==> src/sv/nlv_pkg.sv <==
// Shared types and constants for the numeric literal validator.
package nlv_pkg;

  localparam int unsigned CHAR_W   = 8;
  localparam int unsigned COUNT_W  = 10;
  localparam int unsigned MAXD_W   = 8;
  localparam int unsigned STATUS_W = 3;
  localparam int unsigned OUT_W    = 16;

  localparam logic [CHAR_W-1:0]  CH_NUL   = 8'h00;
  localparam logic [CHAR_W-1:0]  CH_PLUS  = 8'h2B;
  localparam logic [CHAR_W-1:0]  CH_MINUS = 8'h2D;
  localparam logic [CHAR_W-1:0]  CH_POINT = 8'h2E;
  localparam logic [CHAR_W-1:0]  CH_ZERO  = 8'h30;
  localparam logic [CHAR_W-1:0]  CH_NINE  = 8'h39;
  localparam logic [CHAR_W-1:0]  CH_E     = 8'h65;
  localparam logic [COUNT_W-1:0] COUNT_MAX = 10'd1023;

  typedef enum logic [0:0] {
    FMT_REAL = 1'b0,
    FMT_INT  = 1'b1
  } fmt_t;

  typedef enum logic [0:0] {
    CFG_NUMBER_FORMAT = 1'b0,
    CFG_MAX_DIGITS    = 1'b1
  } cfg_idx_t;

  typedef enum logic [2:0] {
    PH_START    = 3'd0,
    PH_INT_PART = 3'd1,
    PH_FRACTION = 3'd2,
    PH_EXP_MARK = 3'd3,
    PH_EXP_SIGN = 3'd4,
    PH_EXP_DIGS = 3'd5
  } phase_t;

  typedef enum logic [STATUS_W-1:0] {
    ST_OK        = 3'd0,
    ST_BAD_REAL  = 3'd1,
    ST_TOO_MANY  = 3'd2,
    ST_NO_DIGITS = 3'd3,
    ST_BAD_SYM   = 3'd4
  } status_t;

  typedef struct packed {
    phase_t             phase;
    logic               mant_seen;
    logic               exp_seen;
    status_t            err;
    logic [COUNT_W-1:0] count;
    logic               stopped;
  } parse_state_t;

  localparam parse_state_t STATE_CLEAR = '{
    phase:     PH_START,
    mant_seen: 1'b0,
    exp_seen:  1'b0,
    err:       ST_OK,
    count:     '0,
    stopped:   1'b0
  };

  typedef struct packed {
    status_t            status;
    logic [COUNT_W-1:0] count;
  } verdict_t;

endpackage

==> src/sv/nlv_parser.sv <==
// Per-string parse state, character update and end-of-string verdict.
module nlv_parser (
  input  logic                          clk,
  input  logic                          rst_n,
  input  logic                          step,
  input  logic                          end_i,
  input  logic [nlv_pkg::CHAR_W-1:0]    char_i,
  input  nlv_pkg::fmt_t                 fmt_i,
  input  logic [nlv_pkg::MAXD_W-1:0]    max_digits_i,
  output nlv_pkg::verdict_t             verdict_o
);

  nlv_pkg::parse_state_t st_r;
  nlv_pkg::parse_state_t st_nxt;
  nlv_pkg::parse_state_t ch_st;
  logic                  dig;
  logic                  sgn;
  logic [nlv_pkg::COUNT_W-1:0] cnt_inc;
  nlv_pkg::status_t      st_code;
  logic                  too_many;

  assign dig = (char_i >= nlv_pkg::CH_ZERO) && (char_i <= nlv_pkg::CH_NINE);
  assign sgn = (char_i == nlv_pkg::CH_PLUS) || (char_i == nlv_pkg::CH_MINUS);
  assign cnt_inc = (st_r.count == nlv_pkg::COUNT_MAX) ? st_r.count
                                                      : st_r.count + 1'b1;

  // character update
  always_comb begin
    ch_st = st_r;
    if (char_i == nlv_pkg::CH_NUL) begin
      ch_st.stopped = 1'b1;
    end else if (fmt_i == nlv_pkg::FMT_INT) begin
      if (st_r.phase == nlv_pkg::PH_START && sgn) begin
        ch_st.phase = nlv_pkg::PH_INT_PART;
      end else if ((st_r.phase == nlv_pkg::PH_START ||
                    st_r.phase == nlv_pkg::PH_INT_PART) && dig) begin
        ch_st.phase     = nlv_pkg::PH_INT_PART;
        ch_st.mant_seen = 1'b1;
        ch_st.count     = cnt_inc;
      end else begin
        ch_st.err = nlv_pkg::ST_BAD_SYM;
      end
    end else begin
      unique case (st_r.phase)
        nlv_pkg::PH_START, nlv_pkg::PH_INT_PART: begin
          if (sgn && st_r.phase == nlv_pkg::PH_START) begin
            ch_st.phase = nlv_pkg::PH_INT_PART;
          end else if (dig) begin
            ch_st.phase     = nlv_pkg::PH_INT_PART;
            ch_st.mant_seen = 1'b1;
            ch_st.count     = cnt_inc;
          end else if (char_i == nlv_pkg::CH_POINT) begin
            ch_st.phase = nlv_pkg::PH_FRACTION;
          end else if (char_i == nlv_pkg::CH_E && st_r.mant_seen) begin
            ch_st.phase = nlv_pkg::PH_EXP_MARK;
          end else begin
            ch_st.err = nlv_pkg::ST_BAD_REAL;
          end
        end
        nlv_pkg::PH_FRACTION: begin
          if (dig) begin
            ch_st.mant_seen = 1'b1;
            ch_st.count     = cnt_inc;
          end else if (char_i == nlv_pkg::CH_E && st_r.mant_seen) begin
            ch_st.phase = nlv_pkg::PH_EXP_MARK;
          end else begin
            ch_st.err = nlv_pkg::ST_BAD_REAL;
          end
        end
        nlv_pkg::PH_EXP_MARK: begin
          if (sgn) begin
            ch_st.phase = nlv_pkg::PH_EXP_SIGN;
          end else if (dig) begin
            ch_st.phase    = nlv_pkg::PH_EXP_DIGS;
            ch_st.exp_seen = 1'b1;
          end else begin
            ch_st.err = nlv_pkg::ST_BAD_REAL;
          end
        end
        nlv_pkg::PH_EXP_SIGN, nlv_pkg::PH_EXP_DIGS: begin
          if (dig) begin
            ch_st.phase    = nlv_pkg::PH_EXP_DIGS;
            ch_st.exp_seen = 1'b1;
          end else begin
            ch_st.err = nlv_pkg::ST_BAD_REAL;
          end
        end
        default: begin
          ch_st.err = nlv_pkg::ST_BAD_REAL;
        end
      endcase
    end
  end

  always_comb begin
    st_nxt = st_r;
    if (step) begin
      if (end_i) begin
        st_nxt = nlv_pkg::STATE_CLEAR;
      end else if (!st_r.stopped && st_r.err == nlv_pkg::ST_OK) begin
        st_nxt = ch_st;
      end
    end
  end

  always_ff @(posedge clk) begin
    if (!rst_n) begin
      st_r <= nlv_pkg::STATE_CLEAR;
    end else begin
      st_r <= st_nxt;
    end
  end

  // verdict on the state before the end beat
  assign too_many = st_r.count > {{(nlv_pkg::COUNT_W - nlv_pkg::MAXD_W){1'b0}}, max_digits_i};

  always_comb begin
    st_code = too_many ? nlv_pkg::ST_TOO_MANY : nlv_pkg::ST_OK;
    if (fmt_i == nlv_pkg::FMT_INT) begin
      if (st_r.err != nlv_pkg::ST_OK ||
          !(st_r.phase == nlv_pkg::PH_START || st_r.phase == nlv_pkg::PH_INT_PART)) begin
        st_code = nlv_pkg::ST_BAD_SYM;
      end else if (!st_r.mant_seen) begin
        st_code = nlv_pkg::ST_NO_DIGITS;
      end
    end else begin
      if (st_r.err != nlv_pkg::ST_OK || !st_r.mant_seen) begin
        st_code = nlv_pkg::ST_BAD_REAL;
      end else if (!(st_r.phase == nlv_pkg::PH_START ||
                     st_r.phase == nlv_pkg::PH_INT_PART ||
                     st_r.phase == nlv_pkg::PH_FRACTION ||
                     st_r.phase == nlv_pkg::PH_EXP_DIGS)) begin
        st_code = nlv_pkg::ST_BAD_REAL;
      end else if (st_r.phase == nlv_pkg::PH_EXP_DIGS && !st_r.exp_seen) begin
        st_code = nlv_pkg::ST_BAD_REAL;
      end
    end
  end

  assign verdict_o.status = st_code;
  assign verdict_o.count  = (st_code == nlv_pkg::ST_OK || st_code == nlv_pkg::ST_TOO_MANY)
                            ? st_r.count : '0;

endmodule

==> src/sv/nlv_out_reg.sv <==
// Result register driving the master-side stream.
module nlv_out_reg (
  input  logic                        clk,
  input  logic                        rst_n,
  input  logic                        load,
  input  nlv_pkg::verdict_t           verdict_i,
  input  logic                        out_tready,
  output logic                        out_tvalid,
  output logic [nlv_pkg::OUT_W-1:0]   out_tdata,
  output logic                        free
);

  logic              valid_r;
  logic              valid_nxt;
  nlv_pkg::verdict_t data_r;

  assign free = !valid_r || out_tready;

  always_comb begin
    valid_nxt = valid_r;
    if (load) begin
      valid_nxt = 1'b1;
    end else if (out_tready) begin
      valid_nxt = 1'b0;
    end
  end

  always_ff @(posedge clk) begin
    if (!rst_n) begin
      valid_r <= 1'b0;
    end else begin
      valid_r <= valid_nxt;
    end
  end

  always_ff @(posedge clk) begin
    if (load) begin
      data_r <= verdict_i;
    end
  end

  assign out_tvalid = valid_r;
  assign out_tdata  = {{(nlv_pkg::OUT_W - nlv_pkg::STATUS_W - nlv_pkg::COUNT_W){1'b0}},
                       data_r.count, data_r.status};

endmodule

==> src/sv/numeric_literal_validator.sv <==
// Numeric literal validator top level: input register, parser, result register.
//
//   channel  dir  handshake          payload
//   in_      in   in_tvalid/tready   tdata char_code, tlast end_of_string
//   out_     out  out_tvalid/tready  tdata status, digit_count
//   cfg_     in   cfg_we             cfg_index, cfg_wdata
//
// One beat per cycle sustained while the output is not stalled; a character beat is
// registered, then folded into the parse state in the following cycle. An end beat
// is loaded into the result register once that register is free, and is held until taken.
// Reset is synchronous: parse state clears, number_format 0, max_digits 40.
// A stalled output holds an end beat in the input register and drops in_tready;
// the beats behind it wait until the end beat moves on.
module numeric_literal_validator (
  input  logic                              clk,
  input  logic                              rst_n,
  input  logic                              in_tvalid,
  output logic                              in_tready,
  input  logic [nlv_pkg::CHAR_W-1:0]        in_tdata,   // [7:0] char_code
  input  logic                              in_tlast,   // end_of_string
  output logic                              out_tvalid,
  input  logic                              out_tready,
  output logic [nlv_pkg::OUT_W-1:0]         out_tdata,  // [2:0] status, [12:3] digit_count
  input  logic                              cfg_we,
  input  logic                              cfg_index,
  input  logic [nlv_pkg::MAXD_W-1:0]        cfg_wdata
);

  nlv_pkg::fmt_t               fmt_r;
  logic [nlv_pkg::MAXD_W-1:0]  max_digits_r;
  logic                        s1_valid_r;
  logic                        s1_valid_nxt;
  logic [nlv_pkg::CHAR_W-1:0]  s1_char_r;
  logic                        s1_end_r;
  logic                        s1_fire;
  logic                        out_free;
  logic                        in_fire;
  nlv_pkg::verdict_t           verdict;

  always_ff @(posedge clk) begin
    if (!rst_n) begin
      fmt_r        <= nlv_pkg::FMT_REAL;
      max_digits_r <= 8'd40;
    end else if (cfg_we) begin
      unique case (nlv_pkg::cfg_idx_t'(cfg_index))
        nlv_pkg::CFG_NUMBER_FORMAT: fmt_r <= nlv_pkg::fmt_t'(cfg_wdata[0]);
        nlv_pkg::CFG_MAX_DIGITS:    max_digits_r <= cfg_wdata;
        default: ;
      endcase
    end
  end

  assign s1_fire   = s1_valid_r && (!s1_end_r || out_free);
  assign in_tready = !s1_valid_r || s1_fire;
  assign in_fire   = in_tvalid && in_tready;

  always_comb begin
    s1_valid_nxt = s1_valid_r;
    if (in_fire) begin
      s1_valid_nxt = 1'b1;
    end else if (s1_fire) begin
      s1_valid_nxt = 1'b0;
    end
  end

  always_ff @(posedge clk) begin
    if (!rst_n) begin
      s1_valid_r <= 1'b0;
    end else begin
      s1_valid_r <= s1_valid_nxt;
    end
  end

  always_ff @(posedge clk) begin
    if (in_fire) begin
      s1_char_r <= in_tdata;
      s1_end_r  <= in_tlast;
    end
  end

  nlv_parser u_parser (
    .clk          (clk),
    .rst_n        (rst_n),
    .step         (s1_fire),
    .end_i        (s1_end_r),
    .char_i       (s1_char_r),
    .fmt_i        (fmt_r),
    .max_digits_i (max_digits_r),
    .verdict_o    (verdict)
  );

  nlv_out_reg u_out (
    .clk        (clk),
    .rst_n      (rst_n),
    .load       (s1_fire && s1_end_r),
    .verdict_i  (verdict),
    .out_tready (out_tready),
    .out_tvalid (out_tvalid),
    .out_tdata  (out_tdata),
    .free       (out_free)
  );

`ifndef SYNTHESIS
  a_end_makes_result: assert property (@(posedge clk) disable iff (!rst_n)
    s1_fire && s1_end_r |=> out_tvalid)
    else $error("end beat did not produce a result");

  a_char_no_result: assert property (@(posedge clk) disable iff (!rst_n)
    !out_tvalid && !(s1_fire && s1_end_r) |=> !out_tvalid)
    else $error("result appeared without an end beat");

  a_stage_hold: assert property (@(posedge clk) disable iff (!rst_n)
    s1_valid_r && !s1_fire |=> s1_valid_r && $stable(s1_char_r) && $stable(s1_end_r))
    else $error("input stage lost a held beat");

  a_error_count_zero: assert property (@(posedge clk) disable iff (!rst_n)
    out_tvalid && (out_tdata[2:0] == nlv_pkg::ST_BAD_REAL ||
                   out_tdata[2:0] == nlv_pkg::ST_NO_DIGITS ||
                   out_tdata[2:0] == nlv_pkg::ST_BAD_SYM) |-> out_tdata[12:3] == '0)
    else $error("digit count reported with a syntax error");
`endif

endmodule
==> config.mk <==
export PLATFORM = sky130hd
export DESIGN_NAME = numeric_literal_validator
export DESIGN_NICKNAME = d
export VERILOG_FILES = /design/src/sv/nlv_pkg.sv /design/src/sv/nlv_parser.sv /design/src/sv/nlv_out_reg.sv /design/src/sv/numeric_literal_validator.sv
export SDC_FILE = /design/constraint.sdc
export NUM_CORES = 1
export LEC_CHECK = 0
export ABC_AREA = 1
export BUFFER_PORTS_ARGS = -buffer_cell sky130_fd_sc_hd__buf_2
export CAP_MARGIN = 5
export CORE_MARGIN = 5
export CORE_UTILIZATION = 52
export DETAILED_ROUTE_END_ITERATION = 10
export GPL_ROUTABILITY_DRIVEN = 0
export PLACE_DENSITY = 0.76
export SLEW_MARGIN = 20
export SYNTH_ARGS = -nofsm -noshare
export SYNTH_HDL_FRONTEND = slang
export SYNTH_SLANG_ARGS = --single-unit
==> constraint.sdc <==
create_clock -name clk -period 1.6 [get_ports clk]
set_input_delay 0.16 -clock clk [delete_from_list [all_inputs] [get_ports clk]]
set_output_delay 0.16 -clock clk [all_outputs]
set_load 0.1 [all_outputs]
==> impl_metrics.json <==
{
  "grt.total_usage_pct": 18.4,
  "relSlewSlack_pct": 61.2,
  "grt_max_degree": 17,
  "htreeDepth": 2,
  "die_w_um": 84.5,
  "ir_drop_v": 0.000642,
  "avgSynthCellArea_um2": 7.53,
  "crit-reg2reg-launch": "s1_end_r",
  "crit_family": "simple AND/OR/NAND/NOR gates",
  "cpPeakStageDelay_ns": 0.45,
  "fmax_mhz": 614,
  "dp_hpwl_um": 4760,
  "tritoncts": "yes",
  "cp-end-kind": "flop",
  "power.share.clock_pct": 31.6,
  "crit_type": "reg2reg",
  "switching_share_pct": 28.1,
  "clockRootBuffer": "clkbuf_8",
  "die_area_mm2": 0.00714,
  "totalPowerFinal_mw": 2.84,
  "viasPerCell": 5.11,
  "violations": "setup timing",
  "status": "finished, violations left",
  "clock_latency_ns": 0.31,
  "path_clk_slew_ns": 0.09,
  "cpMaxStageDelayCell": "edfxtp_1",
  "p_int_mw": 2.04,
  "rsz0062_at_grt": "true",
  "grt_overflow": 0,
  "antenna_found_initial": 0,
  "synth_mux_area_share_pct": 0,
  "required_ns": 1.85,
  "yosys.area_share.xor_xnor_pct": 1.21,
  "post_drt_wl_per_cell_um": 12.4,
  "io_buffers": 37,
  "grt_pass1_wl_um": 10800,
  "fillers": 438,
  "final_nets": 488,
  "cts_buffers": 5,
  "num_rows": 27,
  "yosys_warnings": 0,
  "grt_pass1_vias": 2478,
  "hold_violations": 0,
  "vias": 2703,
  "syn_inst": 383,
  "synth-simple-area-share_pct": 31.8,
  "worstPathCellList": "buf_4 > inv_1 > nand2_1 > nand2_1 > nor2_4 > buf_4 > nand4_1 > a21oi_2",
  "setup_tns_ns": -0.106,
  "final_cell_mix": "83 x nand2_1, 52 x nor2_1, 44 x inv_1",
  "ios": 41,
  "coreArea_mm2": 0.00544,
  "hp-class": "in2reg",
  "path_buf_inv": 3,
  "r2r_cells": 8,
  "setup_violations": 7,
  "dr.pass1.iters": 4,
  "synth_top_family_by_area": "simple AND/OR/NAND/NOR gates",
  "area_growth_pct": 26.0,
  "path_max_fanout": 5,
  "setup_ws_ns": -0.0300,
  "dp_cells": 508,
  "wl_um": 6580,
  "path_depth": 8,
  "cp-startpoint": "s1_end_r",
  "worst_ep_arrival_time_ns": 1.88,
  "final_antenna_net_count": 0,
  "clock-sinks": 51,
  "synth.yosys.seq_area_share_pct": 43.0,
  "synth_fa_ha_area_share_pct": 3.90,
  "p_leak_nw": 1.62,
  "seq_power_share_pct": 50.8,
  "p_switching_uw": 800,
  "crit_path_end": "u_parser.st_r[4]",
  "mostFrequentLayoutCell": "nand2_1",
  "antenna_cells": 0,
  "min_period_over_period_pct": 102,
  "syn-cell-area_mm2": 0.00288,
  "period_minus_slack_ns": 1.63,
  "cts_hold_buf": 0,
  "slew_viol_final": 0,
  "ys_types": 35,
  "worst_slew_pin_slew_ns": 0.581,
  "cp-start-kind": "flop",
  "combPwrFrac_pct": 17.6,
  "dieHeight_um": 84.5,
  "cap_violations": 0,
  "regToRegEndpoint": "u_parser.st_r[4]",
  "drtIter0Drc": 266,
  "drive_gt1_share_pct": 31.9,
  "min_path_cells": 1,
  "synth-seq-cells": 51,
  "clockBufferDepth": 2,
  "drc": 0,
  "clock_skew_ns": 0.00921,
  "stdcell_count": 529,
  "start_util_pct": 53.0,
  "rrSetupSlack_ns": -0.03,
  "synth_compound_area_share_pct": 11.1,
  "p_per_area_mw_per_mm2": 783
}
[per-stage QoR]
step                      util, %  hold slack (ns)  cell area [um^2]  setup slack (ns)
final                        66.8           0.0260              3630           -0.0300
after floorplan                 -            0.259              2920            0.0250
after detailed placement     61.4            0.338              3340          -0.00241
after global placement       61.4            0.336              3340            0.0199
after CTS                    64.5           0.0285              3510           0.00132
after global routing         66.8           0.0136              3630            -0.139
[flip-flops by register name (all words and copies together) (netlist names)]
register          cells
u_out.out_tvalid      1
s1_char_r             8
s1_valid_r            1
fmt_r                 1
max_digits_r          8
s1_end_r              1
u_parser.st_r        18
u_out.out_tdata      13
[per-layer routing]
| layer | up-vias | global-route usage (%) | share of wire (%) |
|---|---|---|---|
| met4 | 0 | 6.33 | 2.6 |
| met5 | - | 0 | 0 |
| met2 | 106 | 29.9 | 46 |
| met3 | 16 | 3.63 | 8.0 |
| met1 | 1201 | 24.6 | 43 |
| li1 | 1380 | - | - |
[worst min-delay path by stage]
stage	startpoint	endpoint	slack [ns]
2_1_floorplan	in_tdata[0]	s1_char_r[0]	0.26
3_3_place_gp	in_tdata[5]	s1_char_r[5]	0.34
3_5_place_dp	in_tdata[4]	s1_char_r[4]	0.34
4_1_cts	in_tdata[4]	s1_char_r[4]	0.03
5_1_grt	in_tdata[1]	s1_char_r[1]	0.01
6_report	in_tdata[4]	s1_char_r[4]	0.03
[synth_stat cells, drive strengths merged]
cell     n  area [um^2]
a21boi   1         7.51
a21oi   30          180
a31oi    3         18.8
a41oi    1         8.76
buf      5         38.8
clkbuf   4         15.0
clkinv   1         3.75
conb     1         3.75
dfxtp   29          581
edfxtp  22          661
ha       9          113
inv     53          199
nand2   99          399
nand3   18          113
nand3b   2         27.5
nand4    8         50.1
nor2    68          290
nor3     6         30.0
o211ai   4         30.0
o21ai   14         73.8
or2      1         6.26
xor2     4         35.0
[layout make-up]
class                   count  area (um^2)  area share [%]
flip-flops and latches     51         1250            34.4
clock buffers               5         68.8            1.89
clock inverters             3         42.5            1.17
multi-input cells         272         1500            41.2
repair buffers             72          479            13.2
inverters                  54          205            5.65
well taps                  72         90.1            2.48
[power groups by stage]
stage               combinational [mW]  clock [mW]  sequential [mW]
floorplan                        0.281           0             1.51
global placement                 0.429           0             1.47
detailed placement               0.436           0             1.47
CTS                              0.461       0.898             1.44
global route                     0.553       0.976             1.45
finish                           0.501       0.898             1.44
[kinds of logic (layout without fill, tap and decap cells)]
| family | after synthesis | after routing |
|---|---|---|
| other | 1 | 3 |
| AND/OR/NAND/NOR | 202 | 203 |
| AO/OA/AOI/OAI | 53 | 53 |
| buffers and inverters | 63 | 134 |
| flip-flops | 51 | 51 |
| adder cells (fa/ha/maj) | 9 | 9 |
| XOR/XNOR | 4 | 4 |
[repair_timing]
item | 4_1_cts | 5_1_grt
pin swaps | 4 | 13
buffers inserted | 4 | 8
setup endpoints to repair | 9 | 27
resized for setup | 6 | 25
gates cloned | 1 | 0
hold endpoints to repair | 0 | 0
Note: power is estimated with default switching activity, not from simulation.
